### src/rtl/chef_len_table.sv
// Code length memory with per-entry valid bits so that unwritten entries read as zero.
module chef_len_table #(
  parameter int NUM_SYMBOLS = 256,
  parameter int AW = 8,
  parameter int LEN_W = 6
) (
  input  logic             clk,
  input  logic             rst,
  input  logic             we,
  input  logic [AW-1:0]    waddr,
  input  logic [LEN_W-1:0] wdata,
  input  logic [AW-1:0]    raddr,
  output logic [LEN_W-1:0] rdata
);

  logic [LEN_W-1:0]       mem [NUM_SYMBOLS];
  logic [NUM_SYMBOLS-1:0] written;
  logic [LEN_W-1:0]       rd_q;
  logic                   rd_vld;

  always_ff @(posedge clk) begin
    if (we) begin
      mem[waddr] <= wdata;
    end
    rd_q <= mem[raddr];
  end

  always_ff @(posedge clk) begin
    if (rst) begin
      written <= '0;
      rd_vld  <= 1'b0;
    end else begin
      if (we) begin
        written[waddr] <= 1'b1;
      end
      rd_vld <= written[raddr];
    end
  end

  assign rdata = rd_vld ? rd_q : '0;

endmodule

### config.mk
export PLATFORM = sky130hd
export DESIGN_NAME = chef_len_table
export DESIGN_NICKNAME = d
export VERILOG_FILES = /design/src/rtl/chef_len_table.sv
export SDC_FILE = /design/constraint.sdc
export NUM_CORES = 2
export LEC_CHECK = 0
export BUFFER_PORTS_ARGS = -buffer_cell sky130_fd_sc_hd__buf_2
export CORE_MARGIN = 4
export CORE_UTILIZATION = 35
export DETAILED_ROUTE_END_ITERATION = 10
export REMOVE_ABC_BUFFERS = 1
export SLEW_MARGIN = 25
export SYNTH_ARGS = -nofsm -noshare
export SYNTH_HDL_FRONTEND = slang
export SYNTH_SLANG_ARGS = --single-unit
### constraint.sdc
create_clock -name clk -period 2.8 [get_ports clk]
set_input_delay 0.14 -clock clk [delete_from_list [all_inputs] [get_ports clk]]
set_output_delay 0.14 -clock clk [all_outputs]
set_load 0.02 [all_outputs]
# [Word level (Yosys, flattened, before mapping)]
# Memories as Yosys holds them, arrays and structs flattened. A register that Yosys moved wholly into a read port is not among the register bits.
# Index checks and enable logic that the tools add are counted.
# W data, S select, Z words.
[op_classes] magnitude_cmp=3 muxes=7 bitwise_logic=1 reduce_logical=1
[ops] op="$or A256 B256 Y256" count=1
[ops] op="$lt A8 B9 Y1 const B" count=2
[ops] op="$bmux W1 S8" count=1
[ops] op="$demux W1 S8" count=1
[ops] op="$ge A8 B1 Y1 const B" count=1
[ops] op="$mux W6" count=1
[ops] op="$mux W1" count=4
[ops] op="$logic_and A1 B1 Y1" count=1
[word_totals] regBits=257 mem_bits_rw=1536 input_bits=25 word_cells=15 mem_count=1
[mem_list] name="mem" depth=256 word_bits=6 rd=1 rd_clocked_by_memory_dff=1 write_ports=1 line_no="16" source="logic [LEN_W-1:0] mem [NUM_SYMBOLS];"

# [Longest topological paths before layout]
[logic_depth] depth_word=5 mapped_depth=12 mapped_depth_nobuf=7

# [Least setup slack after synthesis]
# Ideal clock, no wire load.
[synth_path] path_type="input-to-reg" startpoint="input raddr[1]" endpoint="register rd_q[0] (read register of mem)" arrival_time_ns=2.100 t_required_ns=2.680 path_slack_ns=0.580 stages=9 n_path_buf=3 path_cell_list="buf_2 > clkbuf_1 > buf_1 > mux4_2 > a22oi_1 > a21oi_1 > nor4_1 > o22ai_1 > or2_1"
[synth_lines] element="from (decl)" line_no="12" source="input logic [AW-1:0] raddr,"
[synth_lines] element="to (decl)" line_no="18" source="logic [LEN_W-1:0] rd_q;"

# [Final worst setup path]
[layout_path] startpoint="register written[151]" endpoint="register rd_vld"
[layout_via] elab_chain_cells=2
[layout_lines] element="from (decl)" line_no="17" source="logic [NUM_SYMBOLS-1:0] written;"
[layout_lines] element="from (signal assigned)" line_no="30" source="written <= '0;"
[layout_lines] element="from (signal, indexed assignment)" line_no="34" source="written[waddr] <= 1'b1;"
[layout_lines] element="$bmux W1 S8" line_no="36" source="rd_vld <= written[raddr];"
[layout_lines] element="$mux W1 (implied by the code)" line_no="36"
[layout_lines] element="to (signal assigned)" line_no="36"
[layout_lines] element="to (decl)" line_no="19" source="logic rd_vld;"
# No other way between the ends. The select of a mux whose other input is x is not followed.
# A chain may end at the register's enable or synchronous reset.

==> results.yml <==
layout:
  fill_cells: 17236
  finish.utilization_pct: 41.9
  post-route-cell-area_um2: 81700
  layout.cells.most_common_list: "edfxtp_1 (1536), nor2_1 (716), mux4_2 (430)"
  final-instance-count-excl-fill: 6994
  final_net_count: 4235
  synthToLayoutAreaGrowth_pct: 18.9
  final_common_cell: "edfxtp_1"
  final_layout_size_suffix_gt1_share_pct: 28.8
placed_design:
  hpwl_um: 118000
  gp_congestion: 0.837
  placed_cells: 6639
  post-place-ws_ns: -0.482
  port-buffer-count: 30
  postPlaceCellArea_um2: 75500
sta:
  tightestPinTransition_ns: 0.879
  maxSlewHeadroom_pct: 41.2
  finalSetupViolations: 0
  final-max-slew-violation-count: 0
  fmax_ghz: 0.367
  min_period_ns: 2.73
  rsz_0062_raised_after_global_routing: "false"
  period_utilisation_layout_pct: 97.3
  clock-skew-final_ns: 0.0294
  hold-worst-slack_ns: 0.126
  final.setup.worst_slack_ns: 0.0748
  timing_hold_violations_final: 0
logic_synthesis:
  avgSynthCellArea_um2: 18.3
  postSynthCellCount: 3754
  synth.yosys.seq_area_share_pct: 74.8
  yosys.cell_types.count: 45
  syn_area_um2: 68700
  synth.ff_latch_count: 1799
  synth.yosys.warnings: 0
detailed_routing:
  route.antenna.remaining_nets: 0
  drt_first_iter_violations: 4256
  vias_per_cell: 5.32
  drt_pre_antenna_iters: 7
  final_routed_drc_violation_total: 0
  wl_per_cell_um: 26.0
  vias: 37186
  finalWirelength_um: 182000
floorplanning:
  die-height_um: 451
  floorplan.initialDensity_pct: 35.2
  fp.dieArea_um2: 203000
  num_io_pins: 31
  rows: 162
  fp.coreArea_um2: 195000
  chip_width_um: 451
global_route:
  track_usage_pct: 17.7
  first_global_vias: 37466
  antenna_found_initial: 8
  grt_start_max_net_pins: 101
  grt_overflow_total: 0
  first_pass_grt_wire_length_um: 265000
cts:
  cts_clock_pin_slew_for_the_worst_setup_and_hold_paths_ns: 0.06
  cts_tree: "built"
  ctsRootBufferMaster: "clkbuf_16"
  numCtsBuffers: 178
  cts.path.max_buffers: 3
  clock_latency_on_the_worst_skew_pair_ns: 0.81
  cts_h_tree_depth: 4
  cts.sink_count: 1799
setup_path:
  crit_path_start_kind: "flop"
  cp.arrival_ns: 3.42
  cp-end-kind: "flop"
  worstSetupPathType: "flop to flop"
  worst-endpoint-required_ns: 3.50
  critical_path_peak_fanout: 2
power:
  powerDensity_nw_per_um2: 690
  cellLeakagePower_nw: 26.3
  ir_worst_vdd_uv: 697
run_status:
  outcome: "finished clean"
flow_run:
  drv_cap: 0
min_path:
  timing.hold.worst.class: "input pin to flop"
path summary, 6_finish.rpt:
check                                 start                         to  slack [ns]  cells past startpoint
setup / recovery  written[151]$_SDFFE_PP0P_          rd_vld$_SDFF_PP0_        0.07                      6
hold / removal                     waddr[4]      mem[139][1]$_DFFE_PP_        0.13                      4
setup reg to reg  written[151]$_SDFFE_PP0P_          rd_vld$_SDFF_PP0_        0.07                      6
hold reg to reg   written[114]$_SDFFE_PP0P_  written[114]$_SDFFE_PP0P_        0.46                      2
what timing repair did:
| action | in CTS | in global routing |
|---|---|---|
| gates resized for setup | 0 | 3 |
| endpoints found under the hold margin | 518 | 0 |
| endpoints found under the setup margin | 0 | 3 |
| hold buffers | 15 | 0 |
| buffers inserted | 0 | 0 |
power by group:
group	internal [mW]	leakage [nW]	total [mW]	switching, mW
combinational	1.14	7.42	2.90	1.77
clock	14.2	2.96	24.3	10.1
sequential	29.1	15.9	29.1	0.0251
sequential cells by signal, indices dropped and copies added (netlist names):
register and flops:
rd_q 6, rd_vld 1, written 256, mem 1536
worst max-delay path, stage by stage, from the launching register on:
cell           delay (ns)
dfxtp_1              0.31
mux4_2               0.55
mux4_2               0.56
a2111oi_4            0.37
a311oi_1             0.08
a41o_1               0.21
dlygate4sd3_1        0.55
kinds of logic (layout without fill, tap and decap cells):
| logic type | Yosys count | after routing | share of synthesized area (%) |
|---|---|---|---|
| flip-flops | 1799 | 1799 | 74.8 |
| AND/OR/NAND/NOR | 864 | 864 | 5.08 |
| multiplexers | 470 | 470 | 14.7 |
| AO/OA/AOI/OAI | 384 | 384 | 3.92 |
| buffers and inverters | 237 | 848 | 1.50 |
| other | 0 | 5 | 0 |
cells in the mapped netlist, drive strengths merged:
cell / instances / area share (%)
o21ba: 29 / 0.42
or3: 1 / 0.0091
nor2b: 11 / 0.10
a41o: 1 / 0.015
nor2: 720 / 3.9
or3b: 1 / 0.013
a311oi: 2 / 0.026
o221ai: 13 / 0.17
mux4: 430 / 14
or4: 1 / 0.011
edfxtp: 1536 / 67
o21bai: 1 / 0.011
o21ai: 2 / 0.015
a2111oi: 2 / 0.035
nor3: 8 / 0.058
nor4b: 1 / 0.013
a211oi: 3 / 0.033
mux2: 2 / 0.033
inv: 3 / 0.016
o32ai: 1 / 0.013
o22ai: 21 / 0.19
nor4: 25 / 0.23
o31ai: 2 / 0.022
a22oi: 196 / 2.1
nand2b: 7 / 0.064
a31oi: 2 / 0.018
o311ai: 2 / 0.026
nor3b: 1 / 0.011
or2: 11 / 0.10
a21oi: 106 / 0.77
mux2i: 38 / 0.55
nand3: 25 / 0.18
nand4: 10 / 0.091
clkbuf: 158 / 0.86
nand4b: 1 / 0.013
and2: 8 / 0.073
buf: 76 / 0.62
a221oi: 1 / 0.013
nand2: 33 / 0.18
dfxtp: 263 / 7.7
layout make-up:
type	instances	area (µm²)	share of cell area, %
clock inverters	90	958	1.17
repair buffers	510	4600	5.63
well taps	2624	3280	4.02
flip-flops and latches	1799	51400	62.9
multi-input cells	1718	16400	20.0
clock buffers	245	5060	6.20
inverters	3	11.3	0.0138
diodes	5	12.5	0.0153
through the flow:
step / power [mW] / setup TNS [ns]
2_1_floorplan: 30.7 / -3.01
3_3_place_gp: 32.6 / -1.80
3_5_place_dp: 32.6 / -1.94
4_1_cts: 56.8 / 0
5_1_grt: 58.1 / 0
6_report: 56.4 / 0
per-layer routing:
layer	wire length [µm]	vias up	part of all wire (%)	GRT usage, %
li1	-	15866	-	-
met4	5260	0	2.9	5.37
met3	12900	270	7.1	2.77
met5	0	-	0	0
met1	76100	19598	42	24.8
met2	87400	1452	48	28.5
(Power assumes the default switching activity.)
