--- config.mk ---
export PLATFORM = sky130hd
export DESIGN_NAME = chef_packer_flat
export DESIGN_NICKNAME = d
export VERILOG_FILES = /design/src/rtl/chef_pkg.sv /design/src/rtl/chef_if.sv /design/src/rtl/chef_packer.sv /design/src/flat_wrapper.sv
export SDC_FILE = /design/constraint.sdc
export NUM_CORES = 1
export LEC_CHECK = 0
export BUFFER_PORTS_ARGS = -buffer_cell sky130_fd_sc_hd__buf_2
export CAP_MARGIN = 20
export CORE_MARGIN = 2
export CORE_UTILIZATION = 50
export DETAILED_ROUTE_END_ITERATION = 16
export GPL_TIMING_DRIVEN = 1
export PLACE_DENSITY = 0.68
export SETUP_SLACK_MARGIN = 0.2
export SLEW_MARGIN = 20
export SYNTH_ARGS = -nofsm -noshare
export SYNTH_HDL_FRONTEND = slang
export SYNTH_SLANG_ARGS = --single-unit
--- constraint.sdc ---
create_clock -name clk -period 6 [get_ports clk]
set_clock_uncertainty 0.2 [all_clocks]
set_input_delay 0.9 -clock clk [delete_from_list [all_inputs] [get_ports clk]]
set_output_delay 0.9 -clock clk [all_outputs]
set_load 0.1 [all_outputs]
--- src/rtl/chef_pkg.sv ---
// Shared types and constants of the canonical Huffman encoder.
package chef_pkg;

  localparam int SYM_W = 8;
  localparam int LEN_FIELD_W = 6;
  localparam int BYTE_W = 8;

  typedef enum logic [1:0] {
    MODE_LOAD   = 2'd0,
    MODE_BUILD  = 2'd1,
    MODE_ENCODE = 2'd2,
    MODE_FINISH = 2'd3
  } mode_t;

  typedef struct packed {
    logic                   enc;
    logic                   fin;
    logic [LEN_FIELD_W-1:0] len;
  } pack_cmd_t;

endpackage

--- src/rtl/chef_if.sv ---


interface chef_out_if;
  logic                        valid;
  logic                        ready;
  logic [chef_pkg::BYTE_W-1:0] byte_value;
  logic                        is_trailer;
  logic                        last_of_run;

  modport source(output valid, byte_value, is_trailer, last_of_run, input ready);
  modport sink(input valid, byte_value, is_trailer, last_of_run, output ready);
endinterface

--- src/rtl/chef_packer.sv ---
// Bit packer that appends codes MSB first and emits bytes, flush bytes and trailers.
module chef_packer #(
  parameter int MAX_CODE_LEN = 32
) (
  input  logic                     clk,
  input  logic                     rst,
  input  chef_pkg::pack_cmd_t      cmd,
  input  logic [MAX_CODE_LEN-1:0]  code,
  output logic                     busy,
  chef_out_if.source               dout
);

  localparam int LEN_W = $clog2(MAX_CODE_LEN + 1);
  localparam int WW = MAX_CODE_LEN + 8;
  localparam int TW = $clog2(MAX_CODE_LEN + 16);

  typedef enum logic [3:0] {
    P_IDLE  = 4'b0001,
    P_EMIT  = 4'b0010,
    P_FIN   = 4'b0100,
    P_TRAIL = 4'b1000
  } pstate_t;

  pstate_t pstate, pstate_next;

  // The pending bits are kept left aligned, so a flush byte needs no shift.
  logic [6:0]              acc, acc_next;
  logic [2:0]              pend, pend_next;
  logic [WW-1:0]           win;
  logic [TW-1:0]           total;
  logic                    ov;
  logic [7:0]              obyte;
  logic                    otrl;
  logic                    olast;

  logic [LEN_W-1:0]        len;
  logic [MAX_CODE_LEN-1:0] code_l;
  logic [WW-1:0]           win_new;
  logic [TW-1:0]           tot_new;
  logic                    slot;
  logic                    load_win;
  logic                    emit;
  logic [7:0]              ebyte;
  logic                    etrl;
  logic                    elast;

  assign len     = cmd.len[LEN_W-1:0];
  assign code_l  = code << (LEN_W'(MAX_CODE_LEN) - len);
  assign win_new = {acc, {(WW-7){1'b0}}} | ({code_l, 8'h00} >> pend);
  assign tot_new = TW'(pend) + TW'(len);
  assign slot    = !ov || dout.ready;

  always_comb begin
    pstate_next = pstate;
    acc_next    = acc;
    pend_next   = pend;
    load_win    = 1'b0;
    emit        = 1'b0;
    ebyte       = win[WW-1 -: 8];
    etrl        = 1'b0;
    elast       = 1'b0;
    case (pstate)
      P_IDLE: begin
        if (cmd.enc) begin
          if (tot_new < TW'(8)) begin
            acc_next  = win_new[WW-1 -: 7];
            pend_next = tot_new[2:0];
          end else begin
            load_win    = 1'b1;
            pstate_next = P_EMIT;
          end
        end else if (cmd.fin) begin
          pstate_next = P_FIN;
        end
      end
      P_EMIT: begin
        if (slot) begin
          emit  = 1'b1;
          elast = (total < TW'(16));
          if (total < TW'(16)) begin
            acc_next    = win[WW-9 -: 7];
            pend_next   = total[2:0];
            pstate_next = P_IDLE;
          end
        end
      end
      P_FIN: begin
        if (slot) begin
          emit = 1'b1;
          if (pend != 3'd0) begin
            ebyte       = {acc, 1'b0};
            pstate_next = P_TRAIL;
          end else begin
            ebyte       = 8'h00;
            etrl        = 1'b1;
            elast       = 1'b1;
            pstate_next = P_IDLE;
          end
        end
      end
      P_TRAIL: begin
        if (slot) begin
          emit        = 1'b1;
          ebyte       = {5'b00000, pend};
          etrl        = 1'b1;
          elast       = 1'b1;
          acc_next    = 7'h00;
          pend_next   = 3'd0;
          pstate_next = P_IDLE;
        end
      end
      default: begin
        pstate_next = P_IDLE;
      end
    endcase
  end

  always_ff @(posedge clk) begin
    if (rst) begin
      pstate <= P_IDLE;
      acc    <= 7'h00;
      pend   <= 3'd0;
      ov     <= 1'b0;
    end else begin
      pstate <= pstate_next;
      acc    <= acc_next;
      pend   <= pend_next;
      if (emit) begin
        ov <= 1'b1;
      end else if (dout.ready) begin
        ov <= 1'b0;
      end
    end
  end

  always_ff @(posedge clk) begin
    if (load_win) begin
      win   <= win_new;
      total <= tot_new;
    end else if (emit && pstate == P_EMIT) begin
      win   <= win << 8;
      total <= total - TW'(8);
    end
    if (emit) begin
      obyte <= ebyte;
      otrl  <= etrl;
      olast <= elast;
    end
  end

  assign busy             = (pstate != P_IDLE);
  assign dout.valid       = ov;
  assign dout.byte_value  = obyte;
  assign dout.is_trailer  = otrl;
  assign dout.last_of_run = olast;

endmodule

--- src/flat_wrapper.sv ---
// flat-port wrapper written by rule: the top's interface ports become plain ports
module chef_packer_flat 
#(
  parameter int MAX_CODE_LEN = 32
)
  (clk, rst, cmd, code, busy, dout_valid, dout_byte_value, dout_is_trailer, dout_last_of_run, dout_ready);
  chef_out_if dout_i ();
  input  logic clk;
  input  logic rst;
  input  chef_pkg::pack_cmd_t cmd;
  input  logic [MAX_CODE_LEN-1:0] code;
  output logic busy;
  output wire logic [$bits(dout_i.valid)-1:0] dout_valid;
  output wire logic [$bits(dout_i.byte_value)-1:0] dout_byte_value;
  output wire logic [$bits(dout_i.is_trailer)-1:0] dout_is_trailer;
  output wire logic [$bits(dout_i.last_of_run)-1:0] dout_last_of_run;
  input wire logic [$bits(dout_i.ready)-1:0] dout_ready;
  assign dout_valid = dout_i.valid;
  assign dout_byte_value = dout_i.byte_value;
  assign dout_is_trailer = dout_i.is_trailer;
  assign dout_last_of_run = dout_i.last_of_run;
  assign dout_i.ready = dout_ready;
  chef_packer #(.MAX_CODE_LEN(MAX_CODE_LEN)) u_core (.clk(clk), .rst(rst), .cmd(cmd), .code(code), .busy(busy), .dout(dout_i));
endmodule
* Yosys cells after proc, flatten, opt, wreduce, memory -nomap -nowiden
Index checks and enable logic that the tools add are counted.
** Storage, ports and cells
- Word-level logic and storage cells :: 81
- Register bits after elaboration :: 71
- Output and inout port bits :: 12
- Bits of input ports :: 43
** Cells by class
- Bitwise gates (word level) :: 1
- Shifts and indexed selects :: 2
- Multiplexer cells :: 41
- Order comparisons :: 2
- Equal/unequal tests :: 13
- Reductions and logical operators :: 10
- Add/sub/neg operators :: 3
** Operators with widths (count)
- $mux 40 :: 2
- $or 40x40->40 :: 1
- $shr 40x3->40 :: 1
- $mux 7 :: 5
- $mux 4 :: 8
- $shl 32x6->32 :: 1
- $mux 8 :: 3
- $pmux 7 s3 :: 1
- $pmux 4 s4 :: 1
- $pmux 8 s2 :: 1
- $mux 3 :: 5
- $mux 6 :: 2
- $reduce_and 6->1 :: 2
- $mux 1 :: 10
- $ne 2x1->1 const B :: 5
- $pmux 3 s3 :: 1
- $add 3x6->6 :: 1
- $lt 6x4->1 const B :: 1
- $lt 6x5->1 const B :: 1
- $ne 3x3->1 const B :: 2
- $reduce_bool 3->1 :: 2
- $sub 6x4->6 const B :: 1
- $sub 6x6->6 const A :: 1
- $eq 4x1->1 const B :: 1
- other kinds (12) :: 13

* Logic depth before layout (Yosys ltp)
- Depth after elaboration :: 7
- Depth in mapped cells :: 15
- Mapped depth without buffers :: 11

* Worst setup path after synthesis
No wires, ideal clock.
- Path type :: in2reg
- From :: input cmd[0] (netlist bit)
- To :: register u_core.win[33] (data pin)
- Cell stages on the path :: 13
- Required time :: 5.626 ns
- Arrival :: 3.690 ns
- Path slack :: 1.936 ns
- Path buffers :: 4
- Setup time :: 0.174 ns
- Path through :: buf_6 -> buf_12 -> inv_2 -> ha_1 -> buf_2 -> xor2_2 -> buf_6 -> mux4_2 -> nand2_1 -> nand3_1 -> and2_1 -> a221o_1 -> a311oi_1
** On the way
- Longest elaborated chain between the ends :: 6
- Elaborated cells on any way between the ends :: 10
- Those cells by class :: add/sub: 2; order compare: 1; shift: 2; mux: 4; bitwise: 1
** RTL lines
- start: declaration :: RTL line flat_wrapper.sv:10 : input chef_pkg::pack_cmd_t cmd;
- parallel branches: the longest is 5 deep, another holds $sub 6x6->6
- $mux 40 * :: RTL line chef_packer.sv:137 : if (load_win) begin
- end signal: assignment :: RTL line chef_packer.sv:138 : win <= win_new;
- end signal: assignment :: RTL line chef_packer.sv:141 : win <= win << 8;
- end: declaration :: RTL line chef_packer.sv:29 : logic [WW-1:0] win;
Every way passes the cells marked *.
A chain may end at the register's enable or synchronous reset.

* Worst setup path in the final report
- From :: input cmd[1] (netlist bit)
- To :: register u_core.win[38] (data pin)
The elaborated chain is that of the path after synthesis.

==> results.md <==
* I/O pin total at 55
* Setup Viol. Count Final at 0
* Post-synth EDFFs at 55
* Initial core utilization at 51.4%
* Die H at 118 um
* Final std cells w/o fill at 867
* FMAX at 0.208 GHz
* Slew @ Worst Pin at 1.10 ns
* DR WL/cell at 21.3 um
* Gpl congestion at 0.960
* DP Wirelength at 13600 um
* Initial antenna violation count at 0
* Unrepaired setup endpoints after global routing: false
* Post-synth ARST share at 0%
* Layout cells sized above 1 at 23.0%
* Max incr delay on CP at 1.03 ns
* Top-area cell type share of the netlist area at 25.3%
* Cells along the critical path: buf_2 -> inv_1 -> ha_1 -> buf_4 -> mux4_2 -> mux4_1 -> a22oi_2 -> o22ai_2 -> a21oi_1 -> o21ai_0
* First-pass GRT wire length at 29900 um
* Fin Setup TNS at 0 ns
* Number of global-route vias before repair at 5517
* CTS Sinks at 70
* Register area share after synthesis at 30.0%
* Grt total ovfl at 0
* 1st-iter DRT viols at 596
* Ys Warns at 0
* Final hold viol count at 0
* Largest net degree at the start of global routing at 46
* R2R depth at 11
* H-tree depth at 3
* Top-count cell post-synth: nand2_1
* CP endpoint kind: flop
* Max IR drop VDD at 0.245 mV
* Initial DRT Pass Iterations at 5
* Rel. slew slack at 26.5%
* Worst-path clk slew at 0.06 ns
* Worst hold path class: flop to flop
* Critical path depth in cells at 10
* Status: complete, no violations
* Routed WL at 18500 um
* Post-synth cell types at 89
* Maxcap violations at 0
* Via count at 5850
* Area grow syn2layout at 8.22%
* R2r setup slk at 2.04 ns
* Minimum clock period at 4.80 ns
* # nets final at 739
* Cell Pwr Density at 318 mW/mm^2
* #FFs+latches synth at 70
* Worst-skew pair later-pin latency at 0.34 ns
* CTS Root Cell: clkbuf_16
* Setup crit start kind: input port
* Leakage at 2.57 nW
* CTS Buf Count at 9
* Via-per-instance ratio at 6.75
* Die Footprint at 0.0140 sq mm
* Final Slew Violations at 0
* Global-route usage over all layers at 26.7%
* Most common library cells after synthesis: 84 x nand2_1, 55 x edfxtp_1, 50 x nor2_1
* Syn Area/Cell at 9.77 sq um
* Post-Synthesis Cells at 667
* Post-cts resize count at 0
* Yosys top cell by area: edfxtp_1
* Antenna-violating nets left at 0
* Cell area after synthesis at 0.00652 sq mm
* CP max-delay cell: ha_1
* CP max FO at 27
* Ratio of final minimum period to clock period at 80.0%
* CTS tree: built
* CP top delay family: multiplexers
* # hold bufs at CTS at 0
* Worst EP arrival at 4.63 ns
* Worst endpoint required time at 5.83 ns
* Post-CTS setup buffer count at 0
* Util after Layout at 55.7%
* # diodes at 0
* Hold depth at 2
* CTS max path bufs at 2
* Core ar. at 0.0127 sq mm
* Final Power at 2.24 mW
* Setup CP Type: input port to flop
* Top_reg_cell synth: edfxtp_1
* Port bufs at 54
* Row count at 41
* Residual DRC count at 0
* Chip width at 118 um
* Area contributors post-synth: edfxtp_1 25%, mux4_2 10%, mux2i_1 6.6%, nand2_1 4.8%, dfxtp_1 4.6%
* Post-Syn Nets at 716
* CP Buf/Inv Count at 3
* Inst Count DP at 851
## kinds of logic (layout without fill, tap and decap cells)
| kind of cell | Yosys count | count (layout) | synth area share (%) |
|---|---|---|---|
| AO/OA/AOI/OAI | 200 | 200 | 23.4 |
| buffers and inverters | 71 | 99 | 6.14 |
| flip-flops | 70 | 70 | 30.0 |
| XOR/XNOR | 11 | 11 | 1.59 |
| adder cells (fa/ha/maj) | 6 | 6 | 1.27 |
| AND/OR/NAND/NOR | 213 | 213 | 15.6 |
| multiplexers | 96 | 96 | 22.0 |
## placed cells by master (no fill, tap or decap), types with 4 or more instances in the layout
cell type   n
inv_1      11
and2_1      4
inv_2       4
or3_1       7
nand2b_1    5
nor2b_1     5
nand3_1    18
mux4_2     29
a21oi_1    31
a31oi_1     6
a32oi_1     9
nor3_1     13
a22o_1      9
dfxtp_1    15
o22ai_1     5
o21ai_0    27
nor4_1      6
o31ai_1     4
o221ai_1   18
nand2_1    84
edfxtp_1   55
xnor2_1     7
a211oi_1   17
buf_4      13
o31a_1      4
ha_1        5
buf_2      54
a311oi_1    5
mux4_1      5
clkbuf_16   9
nor2_1     50
mux2_2     16
a22oi_1    12
a222oi_1    4
mux2i_1    43
o211ai_1    8
## cell type report
type / instances / area, sq um
multi-input combinational: 526 / 4170
clock buffer: 9 / 225
sequential: 70 / 1950
fill: 1139 / 5620
inverter: 16 / 60.1
timing repair buffer: 67 / 368
tap: 172 / 215
clock inverter: 7 / 61.3
## tightest hold or removal path, cell delays in order, from the launching register on
cell and delay (ns):
dfxtp_1 0.32, nor2_1 0.10, a211oi_1 0.05
## worst paths after layout
path | start | to
worst min-delay path | u_core.acc[6] | u_core.acc[6]
worst max-delay path | cmd[1] | u_core.win[38]
worst max register to register | u_core.pend[1] | u_core.win[29]
worst min register to register | u_core.acc[6] | u_core.acc[6]
## per-layer routing
metal  share of wire, %  wire, um  vias up  GRT usage, %
met5                  0         0        -             0
met4                1.5       272        0          5.80
met3                6.0      1110       26          3.72
met2                 49      9100      240          44.5
met1                 43      8000     2882          37.1
li1                   -         -     2702             -
## through the flow
step,setup WS (ns),area (sq um),hold slack (ns)
after floorplan,1.94,6520,0.290
after global placement,0.958,6770,0.310
after detailed placement,0.865,6770,0.311
after CTS,1.18,7050,0.326
after global routing,1.02,7050,0.342
final,1.20,7050,0.318
## power by group
| part | total, mW | internal, mW | switching, mW |
|---|---|---|---|
| Combinational | 0.963 | 0.335 | 0.629 |
| Clock | 0.513 | 0.288 | 0.225 |
| Sequential | 0.764 | 0.695 | 0.0690 |
| Total | 2.24 | 1.32 | 0.923 |
## state kept, by name, summed over array words and instances, names as in the netlist
name	count
u_core.dout.is_trailer	1
u_core.win	39
u_core.acc	7
u_core.pend	3
u_core.total	6
u_core.dout.byte_value	8
u_core.dout.last_of_run	1
u_core.pstate	4
u_core.dout.valid	1
No activity file was read; power rests on OpenSTA's default activity.
